$ cat src/sv/glu_pkg.sv
// package of types, constants and microcode addresses for the gcd / lcm unit
`timescale 1ns / 1ps
`default_nettype none

package glu_pkg;

    localparam int OPERAND_WIDTH_DEF = 32;
    localparam int FIELD_W           = 32;
    localparam int RESULT_W          = 63;
    localparam int IN_TDATA_W        = 64;
    localparam int OUT_TDATA_W       = 64;
    localparam int PC_W              = 4;

    // microprogram addresses
    localparam logic [PC_W-1:0] ADDR_IDLE  = 4'd0;
    localparam logic [PC_W-1:0] ADDR_ZCHK  = 4'd1;
    localparam logic [PC_W-1:0] ADDR_GCD   = 4'd2;
    localparam logic [PC_W-1:0] ADDR_FIN   = 4'd3;
    localparam logic [PC_W-1:0] ADDR_DINIT = 4'd4;
    localparam logic [PC_W-1:0] ADDR_DSTEP = 4'd5;
    localparam logic [PC_W-1:0] ADDR_MUL   = 4'd6;
    localparam logic [PC_W-1:0] ADDR_SELG  = 4'd7;
    localparam logic [PC_W-1:0] ADDR_WRITE = 4'd8;
    localparam logic [PC_W-1:0] ADDR_BACK  = 4'd9;
    localparam logic [PC_W-1:0] ADDR_ZERO  = 4'd10;

    typedef enum logic [3:0] {
        OP_NOP,
        OP_LOAD,
        OP_GCD,
        OP_FIN,
        OP_DIV_INIT,
        OP_DIV_STEP,
        OP_MUL,
        OP_SEL_G,
        OP_ZERO,
        OP_WRITE
    } t_op;

    typedef enum logic [2:0] {
        COND_NEVER,
        COND_ALWAYS,
        COND_NOT_ACC,
        COND_ANY_ZERO,
        COND_X_NE_Y,
        COND_IS_GCD,
        COND_CNT_NOT_LAST,
        COND_OUT_BUSY
    } t_cond;

    typedef struct packed {
        t_op              op;
        t_cond            cond;
        logic [PC_W-1:0]  target;
    } t_ctrl_word;

    typedef struct packed {
        logic any_zero;
        logic x_ne_y;
        logic is_gcd;
        logic cnt_last;
    } t_status;

endpackage

`default_nettype wire

$ cat src/sv/glu_rom.sv
// control store of the gcd / lcm microprogram
`timescale 1ns / 1ps
`default_nettype none

module glu_rom (
    input  wire logic [glu_pkg::PC_W-1:0] i_pc,
    output glu_pkg::t_ctrl_word           o_word
);
    import glu_pkg::*;

    // jump to target when the condition holds, else fall through to pc + 1
    always_comb begin
        case (i_pc)
            ADDR_IDLE:  o_word = '{OP_LOAD,     COND_NOT_ACC,      ADDR_IDLE};
            ADDR_ZCHK:  o_word = '{OP_NOP,      COND_ANY_ZERO,     ADDR_ZERO};
            ADDR_GCD:   o_word = '{OP_GCD,      COND_X_NE_Y,       ADDR_GCD};
            ADDR_FIN:   o_word = '{OP_FIN,      COND_IS_GCD,       ADDR_SELG};
            ADDR_DINIT: o_word = '{OP_DIV_INIT, COND_NEVER,        ADDR_IDLE};
            ADDR_DSTEP: o_word = '{OP_DIV_STEP, COND_CNT_NOT_LAST, ADDR_DSTEP};
            ADDR_MUL:   o_word = '{OP_MUL,      COND_ALWAYS,       ADDR_WRITE};
            ADDR_SELG:  o_word = '{OP_SEL_G,    COND_NEVER,        ADDR_IDLE};
            ADDR_WRITE: o_word = '{OP_WRITE,    COND_OUT_BUSY,     ADDR_WRITE};
            ADDR_BACK:  o_word = '{OP_NOP,      COND_ALWAYS,       ADDR_IDLE};
            ADDR_ZERO:  o_word = '{OP_ZERO,     COND_ALWAYS,       ADDR_WRITE};
            default:    o_word = '{OP_NOP,      COND_ALWAYS,       ADDR_IDLE};
        endcase
    end

endmodule

`default_nettype wire

$ cat src/sv/glu_datapath.sv
// datapath of the gcd / lcm unit: magnitudes, binary gcd, divider and multiplier
`timescale 1ns / 1ps
`default_nettype none

module glu_datapath #(
    parameter int OPERAND_WIDTH = glu_pkg::OPERAND_WIDTH_DEF
) (
    input  wire logic                          i_clk,
    input  wire glu_pkg::t_op                  i_op,
    input  wire logic                          i_acc,
    input  wire logic                          i_cmd,
    input  wire logic [glu_pkg::FIELD_W-1:0]   i_a,
    input  wire logic [glu_pkg::FIELD_W-1:0]   i_b,
    output glu_pkg::t_status                   o_status,
    output logic [glu_pkg::RESULT_W-1:0]       o_res
);
    import glu_pkg::*;

    localparam int W  = OPERAND_WIDTH;
    localparam int KW = $clog2(W);

    logic [W-1:0]    r_x, r_y, r_ma, r_mb, r_q, r_rem;
    logic [KW-1:0]   r_k, r_cnt;
    logic            r_cmd;
    logic [RESULT_W-1:0] r_res;

    logic [W-1:0]    a_low, b_low, mag_a, mag_b;
    logic [W:0]      rem_sh, rem_sub;
    logic            rem_ge;
    logic [2*W-1:0]  prod;

    assign a_low = i_a[W-1:0];
    assign b_low = i_b[W-1:0];
    // negation of the most negative value gives 2^(W-1) exactly as unsigned
    assign mag_a = a_low[W-1] ? (~a_low + W'(1)) : a_low;
    assign mag_b = b_low[W-1] ? (~b_low + W'(1)) : b_low;

    // one restoring division step: dividend bits come from the top of r_q
    assign rem_sh  = {r_rem, r_q[W-1]};
    assign rem_ge  = rem_sh >= {1'b0, r_x};
    assign rem_sub = rem_sh - {1'b0, r_x};

    assign prod = r_q * r_mb;

    always_ff @(posedge i_clk) begin
        case (i_op)
            OP_LOAD: begin
                if (i_acc) begin
                    r_x   <= mag_a;
                    r_y   <= mag_b;
                    r_ma  <= mag_a;
                    r_mb  <= mag_b;
                    r_cmd <= i_cmd;
                    r_k   <= '0;
                end
            end
            OP_GCD: begin
                if (r_x != r_y) begin
                    if (!r_x[0] && !r_y[0]) begin
                        r_x <= r_x >> 1;
                        r_y <= r_y >> 1;
                        r_k <= r_k + KW'(1);
                    end else if (!r_x[0]) begin
                        r_x <= r_x >> 1;
                    end else if (!r_y[0]) begin
                        r_y <= r_y >> 1;
                    end else if (r_x > r_y) begin
                        r_x <= r_x - r_y;
                    end else begin
                        r_y <= r_y - r_x;
                    end
                end
            end
            OP_FIN: begin
                r_x <= r_x << r_k;
            end
            OP_DIV_INIT: begin
                r_q   <= r_ma;
                r_rem <= '0;
                r_cnt <= '0;
            end
            OP_DIV_STEP: begin
                r_rem <= rem_ge ? rem_sub[W-1:0] : rem_sh[W-1:0];
                r_q   <= {r_q[W-2:0], rem_ge};
                r_cnt <= r_cnt + KW'(1);
            end
            OP_MUL: begin
                r_res <= RESULT_W'(prod);
            end
            OP_SEL_G: begin
                r_res <= RESULT_W'(r_x);
            end
            OP_ZERO: begin
                // one operand is zero: gcd is the other magnitude, lcm is zero
                r_res <= r_cmd ? '0 : RESULT_W'(r_x | r_y);
            end
            default: begin
            end
        endcase
    end

    assign o_status.any_zero = (r_x == '0) || (r_y == '0);
    assign o_status.x_ne_y   = r_x != r_y;
    assign o_status.is_gcd   = !r_cmd;
    assign o_status.cnt_last = r_cnt == KW'(W - 1);
    assign o_res             = r_res;

endmodule

`default_nettype wire

$ cat src/sv/gcd_lcm_unit_top.sv
// top level of the gcd / lcm unit: microcode sequencer, datapath and output register
//
// usage:
//   slave stream carries one transaction per item: tdata holds operand_a in
//   bits 31:0 and operand_b in bits 63:32, tuser holds the command
//   (0 gcd, 1 lcm). only the low OPERAND_WIDTH bits of each operand count
//   master stream returns one transaction per item, result in tdata 62:0
//   steps per item: accept at idle, zero check, the binary gcd loop and
//   the finish shift; then gcd selects the result while lcm runs the
//   divider and the multiplier. a zero operand goes from the zero check
//   to the zero step. after the write the back step returns to idle
//   rate is set by the gcd loop and the one-bit-per-cycle restoring divider,
//   both sequenced by the microprogram
//   s_tready is high only out of reset while the sequencer sits at its idle
//   step; a new item may be taken while the previous result still waits in
//   the output register
//   a stalled receiver holds the result; the sequencer waits at its write
//   step until the output register is free
//   synchronous active-low reset clears the step counter and output valid
`timescale 1ns / 1ps
`default_nettype none

module gcd_lcm_unit_top #(
    parameter int OPERAND_WIDTH = glu_pkg::OPERAND_WIDTH_DEF
) (
    input  wire logic                              i_clk,
    input  wire logic                              i_rst_n,
    // slave stream
    input  wire logic                              i_s_tvalid,
    output logic                                   o_s_tready,
    input  wire logic [glu_pkg::IN_TDATA_W-1:0]    i_s_tdata,  // operand_a, operand_b
    input  wire logic                              i_s_tuser,  // command
    // master stream
    output logic                                   o_m_tvalid,
    input  wire logic                              i_m_tready,
    output logic [glu_pkg::OUT_TDATA_W-1:0]        o_m_tdata   // result, zero pad
);
    import glu_pkg::*;

    logic [PC_W-1:0]     r_pc, n_pc;
    t_ctrl_word          ctrl;
    t_status             status;
    logic                in_acc;
    logic                cond_hit;
    logic [RESULT_W-1:0] dp_res;
    logic                r_out_valid;
    logic [RESULT_W-1:0] r_out_data;

    // no transaction is taken while reset is held
    assign o_s_tready = i_rst_n && (r_pc == ADDR_IDLE);
    assign in_acc     = i_s_tvalid && o_s_tready;

    glu_rom u_rom (
        .i_pc   (r_pc),
        .o_word (ctrl)
    );

    glu_datapath #(
        .OPERAND_WIDTH (OPERAND_WIDTH)
    ) u_datapath (
        .i_clk    (i_clk),
        .i_op     (ctrl.op),
        .i_acc    (in_acc),
        .i_cmd    (i_s_tuser),
        .i_a      (i_s_tdata[FIELD_W-1:0]),
        .i_b      (i_s_tdata[2*FIELD_W-1:FIELD_W]),
        .o_status (status),
        .o_res    (dp_res)
    );

    // condition select for the conditional jump
    always_comb begin
        case (ctrl.cond)
            COND_NEVER:        cond_hit = 1'b0;
            COND_ALWAYS:       cond_hit = 1'b1;
            COND_NOT_ACC:      cond_hit = !in_acc;
            COND_ANY_ZERO:     cond_hit = status.any_zero;
            COND_X_NE_Y:       cond_hit = status.x_ne_y;
            COND_IS_GCD:       cond_hit = status.is_gcd;
            COND_CNT_NOT_LAST: cond_hit = !status.cnt_last;
            COND_OUT_BUSY:     cond_hit = r_out_valid;
            default:           cond_hit = 1'b1;
        endcase
        n_pc = cond_hit ? ctrl.target : r_pc + PC_W'(1);
    end

    // step counter
    always_ff @(posedge i_clk) begin
        if (!i_rst_n) begin
            r_pc <= ADDR_IDLE;
        end else begin
            r_pc <= n_pc;
        end
    end

    // output register: loaded at the write step only when empty
    always_ff @(posedge i_clk) begin
        if (!i_rst_n) begin
            r_out_valid <= 1'b0;
        end else if (ctrl.op == OP_WRITE && !r_out_valid) begin
            r_out_valid <= 1'b1;
        end else if (r_out_valid && i_m_tready) begin
            r_out_valid <= 1'b0;
        end
    end

    always_ff @(posedge i_clk) begin
        if (ctrl.op == OP_WRITE && !r_out_valid) begin
            r_out_data <= dp_res;
        end
    end

    assign o_m_tvalid = r_out_valid;
    assign o_m_tdata  = OUT_TDATA_W'(r_out_data);

endmodule

`default_nettype wire

$ cat config.mk
export PLATFORM = sky130hd
export DESIGN_NAME = gcd_lcm_unit_top
export DESIGN_NICKNAME = d
export VERILOG_FILES = /design/src/sv/glu_pkg.sv /design/src/sv/glu_rom.sv /design/src/sv/glu_datapath.sv /design/src/sv/gcd_lcm_unit_top.sv
export SDC_FILE = /design/constraint.sdc
export NUM_CORES = 2
export LEC_CHECK = 0
export ABC_AREA = 1
export BUFFER_PORTS_ARGS = -buffer_cell sky130_fd_sc_hd__buf_2
export CAP_MARGIN = 20
export CORE_MARGIN = 3
export CORE_UTILIZATION = 30
export CTS_CLUSTER_DIAMETER = 150
export DETAILED_ROUTE_END_ITERATION = 8
export PLACE_DENSITY = 0.57
export SLEW_MARGIN = 20
export SYNTH_ARGS = -nofsm -noshare
export SYNTH_HDL_FRONTEND = slang
export SYNTH_SLANG_ARGS = --single-unit
$ cat constraint.sdc
create_clock -name i_clk -period 7 [get_ports i_clk]
set_clock_uncertainty 0.2 [all_clocks]
set_input_delay 0.35 -clock i_clk [delete_from_list [all_inputs] [get_ports i_clk]]
set_output_delay 0.35 -clock i_clk [all_outputs]
set_load 0.01 [all_outputs]
**Yosys cells after proc, flatten, opt, wreduce, memory -nomap -nowiden**

Memories as Yosys holds them, arrays and structs flattened. A register that Yosys moved wholly into a read port is not among the register bits.
Index checks and enable logic that the tools add are counted.

- Flip-flop bits (word level): 334
- Bits in latches: 0
- Bits in writable memories: 0
- ROM bits: 176
- Memories: 1

- $add $sub $neg: 8
- Multiply operators: 1
- Div/mod/pow operators: 0
- Order comparisons: 2
- Equal/unequal tests: 25
- Shift-type cells: 1
- Muxes and demuxes: 31
- Bitwise operators: 3
- Reductions and logical operators: 27

Memories:

| name | words | bits a word | read ports | clocked after Yosys merged registers in | write ports | line | source |
|---|---|---|---|---|---|---|---|
| (no name shown) | 16 | 11 | 1 | 1 | 0 | glu_rom.sv:13 | `case (i_pc)` |

Operator list:

| operator | count |
|---|---|
| 32-bit two-way mux | 15 |
| 32-bit case mux with 2 select lines | 3 |
| 63-bit case mux with 3 select lines | 1 |
| 32-bit case mux with 3 select lines | 1 |
| 32-bit subtractor | 3 |
| 32-bit by 1-bit adder with 32-bit output (second input constant) | 2 |
| 32-bit zero test | 2 |
| 32-bit inverter | 2 |
| 32-bit by 32-bit multiplier with 63-bit output | 1 |
| 63-bit two-way mux | 1 |
| 33-bit by 32-bit greater-or-equal comparator with 1-bit output | 1 |
| 32-bit greater-than comparator | 1 |
| 32-bit != test | 1 |
| 32-bit OR | 1 |
| 32-bit by 5-bit left shift with 32-bit output | 1 |
| 5-bit case mux with 2 select lines | 2 |
| 4-bit by 3-bit == test with 1-bit output (second input constant) | 4 |
| 5-bit two-way mux | 3 |
| 3-bit == test (second input constant) | 4 |
| 4-bit != test (second input constant) | 3 |
| 5-bit by 1-bit adder with 5-bit output (second input constant) | 2 |
| 5-bit AND reduction | 2 |
| 4-bit by 2-bit == test with 1-bit output (second input constant) | 2 |
| 4-bit == test (second input constant) | 2 |
| other kinds (21) | 38 |

**Logic depth before layout (Yosys ltp)**

- Word-level depth: 7
- Gate-level depth with buffers: 32

**Hierarchy**

Synthesis repeated with hierarchy kept, for this count alone.

- Cells, all modules: 7636
- Area total of the unflattened synthesis: 58607.5 µm²

Modules (own cells, without submodules):

| module | instances | cells each | area an instance (µm²) | sequential area each (µm²) |
|---|---|---|---|---|
| glu_datapath | 1 | 7465 | 56017.5 | 7987.7 |
| gcd_lcm_unit_top | 1 | 136 | 2347.3 | 1991.9 |
| glu_rom | 1 | 35 | 242.7 | 0.0 |

**Worst setup path after synthesis**

OpenSTA, ideal clock, no wires.

- Kind: register -> register
- Start: reg, netlist name u_rom.o_word[7]
- End: reg r_out_data[0], enable pin
- Arrival: 6.564 ns
- Slack: -0.407 ns
- Cell stages (with the launch flop): 5
- Buffers on the path: 0
- Cells stage by stage: dfxtp_1 > inv_1 > nor2_1 > inv_1 > nor4_1

- Cells in the longest elaborated chain, start to end: 2

RTL lines:

| element | line | source |
|---|---|---|
| 4-bit == test | gcd_lcm_unit_top.sv:108 | `if (ctrl.op == OP_WRITE && !r_out_valid) begin` |
| 1-bit logical AND | gcd_lcm_unit_top.sv:108 |  |
| to (signal assigned) | gcd_lcm_unit_top.sv:109 | `r_out_data <= dp_res;` |
| to (decl) | gcd_lcm_unit_top.sv:47 | `logic [RESULT_W-1:0] r_out_data;` |

No other way between the ends.
A chain may end at the register's enable or synchronous reset.

**Worst setup path in the final report**

- Start: reg u_datapath.r_q[19]
- End: reg u_datapath.r_res[55], in the netlist u_datapath.o_res[55], data pin

- Cells in the longest elaborated chain, start to end: 2

RTL lines:

| element | line | source |
|---|---|---|
| from (decl) | glu_datapath.sv:22 | `logic [W-1:0] r_x, r_y, r_ma, r_mb, r_q, r_rem;` |
| from (signal assigned) | glu_datapath.sv:78 | `r_q <= r_ma;` |
| from (signal assigned) | glu_datapath.sv:84 | `r_q <= {r_q[W-2:0], rem_ge};` |
| 32-bit by 32-bit multiplier with 63-bit output | glu_datapath.sv:43 | `assign prod = r_q * r_mb;` |
| 63-bit case mux with 3 select lines | glu_datapath.sv:46 | `case (i_op)` |
| to (signal assigned) | glu_datapath.sv:88 | `r_res <= RESULT_W'(prod);` |
| to (signal assigned) | glu_datapath.sv:91 | `r_res <= RESULT_W'(r_x);` |
| to (signal assigned) | glu_datapath.sv:95 | `r_res <= r_cmd ? '0 : RESULT_W'(r_x \| r_y);` |
| to (decl) | glu_datapath.sv:25 | `logic [RESULT_W-1:0] r_res;` |

No other way between the ends.

==> results.toml <==
[timing]
relSlewSlack = 0.213
fin_setup_tns_ps = -5540
timing.final.crit_share = 1.04
tightest_slew_ps = 1170
min_period_ps = 7260
rsz0062_at_grt = "yes"
finalHoldViolCount = 0
fmax_mhz = 138
fin_ws_ps = -262
finalMaxSlewViolations = 0
setup_viol = 39

[worst_setup_path]
max_stage_delay_ps = 610
crit_top_cell = "fa_1"
slowest_stage = "fa_2"
crit_path_max_fanout = 8
cp.required_ps = 7210
path_class = "register to register"
critical_path.cell_chain = "buf_6 -> buf_12 -> clkbuf_16 -> buf_4 -> nand2_1 -> fa_1 -> inv_1 -> fa_1 -> fa_1 -> fa_2 -> fa_1 -> fa_1 -> fa_1 -> ha_1 -> ha_4 -> a21o_1 -> a31oi_1 -> o21ai_1 -> a21oi_1 -> o21ai_2 -> a21oi_4 -> nand2_1 -> nand2_1 -> nor2_2"
arrival_ps = 7470
crit_path_end_kind = "register"
r2r_slack_ps = -260
cp-start-kind = "register"

[synthesis]
seq_area_frac_synth = 0.175
ys_ff_latch = 344
synth_area_mm2 = 0.0582
async_flop_share = 0
synth-edff-count = 329
ys.flop_type = "edfxtp_1"
synthTopCellsByArea = "fa_1, edfxtp_1, nand2_1"
synth_cell_types = 68
synth_top_cell_by_area = "fa_1"
synth_fp_nets = 8806
ys_warn_count = 0
synth_most_common_cell = "nand2_1"
avgSynthCellArea_um2 = 7.81
synthCells = 7443
yosysTopAreaCellShare = 0.309
synth_common_cells = "nand2_1, inv_1, fa_1"

[routing]
drc = 0
met3_length_um = 10700
vias = 50134
top_layer_used = "met5"
ant_nets = 0
drt_wl_total_um = 222000
routedWlPerCell_um = 21.1
firstDrtPassIters = 6
drtIter0Drc = 3919
met1Wirelength_um = 90600
dr_wl_met2_um = 109000
vias_per_cell = 4.77

[global_routing]
grt_pass1_wl_um = 329000
overflow = 0
grt_max_degree = 65
antenna_found_initial = 11
grt_pass1_vias = 52043
grt_usage = 0.219

[cts]
htree_levels = 2
clk_pin_slew_ps = 60
cts_tree = "yes"
cts_buffers = 45
clk_latency_ps = 660
root_buffer = "clkbuf_16"
cts.sinks = 344
cts_buffer_depth = 3

[die]
coreArea_mm2 = 0.191
start_util = 0.304
die_h_um = 446
ios = 135
dieArea_mm2 = 0.199
die_w_um = 446
rows = 160

[final_layout]
fin_util = 0.372
fin_nets = 9317
layout-drive-gt1-share = 0.186
syn2layout_area_growth_pct = 22.5

[outcome]
violations = "setup timing"
status = "finished with violations"

[placement]
hpwl_um = 187000
io_buffers = 133
gp_congestion = 0.957

[run]
max_cap_violations = 0

[worst_hold_path]
hp-class = "primary input to register"
area by class of cell:
class                      count  area (um2)
clock inverter                31         305
multi-input combinational   4905       42200
tap                         2511        3140
inverter                    1883        7090
fill                       19602      120000
timing repair buffer         775        7080
clock buffer                  52        1190
antenna                        2        5.00
sequential                   344       10200
worst paths after layout:
check / cells past startpoint / startpoint / end
min: 3 / i_s_tdata[45] / u_datapath.r_mb[13]
max reg2reg: 24 / u_datapath.r_q[19] / u_datapath.o_res[55]
min reg2reg: 0 / u_datapath.o_res[27] / r_out_data[27]
max: 24 / u_datapath.r_q[19] / u_datapath.o_res[55]
per-stage QoR:
step / setup slack [ps] / hold WS [ps] / std cells / instance area [um2]
after global placement: -795 / 202 / 10286 / 65500
after global routing: -420 / 17.2 / 10501 / 71200
final: -262 / 43.1 / 10503 / 71200
after detailed placement: -780 / 205 / 10286 / 65500
after CTS: -265 / 1.80 / 10444 / 69000
after floorplan: 207 / 200 / 7443 / 58200
cells in the final DEF, fill, tap and decap left out, drive strengths merged, types with 3 or more instances in the layout:
master | netlist | final
nand4 | 23 | 23
nand3 | 129 | 129
clkinvlp | 0 | 3
buf | 37 | 736
dlygate4sd3 | 0 | 29
mux2i | 10 | 10
or2 | 9 | 9
nor4 | 17 | 17
edfxtp | 329 | 329
fa | 898 | 898
o21ai | 296 | 296
o31ai | 4 | 4
nor3 | 30 | 30
xor2 | 106 | 106
a31oi | 33 | 33
o21bai | 25 | 25
nor2 | 468 | 468
inv | 1876 | 1883
bufbuf | 0 | 3
ha | 396 | 396
clkbuf | 274 | 59
a22oi | 4 | 4
a21o | 33 | 33
o21a | 18 | 18
a21oi | 314 | 314
nand3b | 14 | 14
o22ai | 27 | 27
dfxtp | 15 | 15
o211ai | 19 | 19
o221ai | 26 | 26
xnor2 | 33 | 33
clkinv | 7 | 26
a22o | 6 | 6
a21boi | 11 | 11
nand2 | 1936 | 1936
and3 | 3 | 3
critical path: cells and delay by family, from the launching register on:
kind,cells,cell delay [ps]
DFF,1,500
and+or+nand+nor,4,280
buffers and inverters,5,630
adders and majority gates,9,4200
AOI/OAI and AO/OA,6,1170
per-layer routing:
layer,track usage,vias to the layer above
met3,0.0189,360
met1,0.279,24965
met5,0,-
met2,0.384,1562
li1,-,23245
met4,0.0868,2
timing repair:
| action | 4_1_cts | 5_1_grt |
|---|---|---|
| endpoints found under the hold margin | 39 | 0 |
| setup buffers | 44 | 52 |
| endpoints found under the setup margin | 52 | 53 |
| resized for setup | 324 | 484 |
| hold buffers | 29 | 0 |
| pin swaps | 90 | 188 |
| gates cloned | 4 | 8 |
kinds of logic after synthesis:
| kind of cell | Yosys count | share of synthesized area |
|---|---|---|
| simple gates | 2634 | 0.182 |
| buf+inv | 2194 | 0.143 |
| fa+ha+maj | 1294 | 0.394 |
| compound gates | 827 | 0.0830 |
| flops | 344 | 0.175 |
| xor+xnor | 139 | 0.0209 |
| mux | 10 | 0.00172 |
| other cells | 1 | 0.0000645 |
sequential cells by signal (all words and copies together), names as in the netlist, 5 cells and up:
register / cells
u_datapath.r_rem: 32
u_datapath.r_mb: 32
r_out_data: 63
u_rom.o_word: 10
u_datapath.r_ma: 32
u_datapath.r_x: 32
u_datapath.o_res: 63
u_datapath.r_k: 5
u_datapath.r_q: 32
u_datapath.r_cnt: 5
u_datapath.r_y: 32
Power is not shown: default switching activity piles up to over one toggle a cycle in this logic, so the estimate is an artifact.
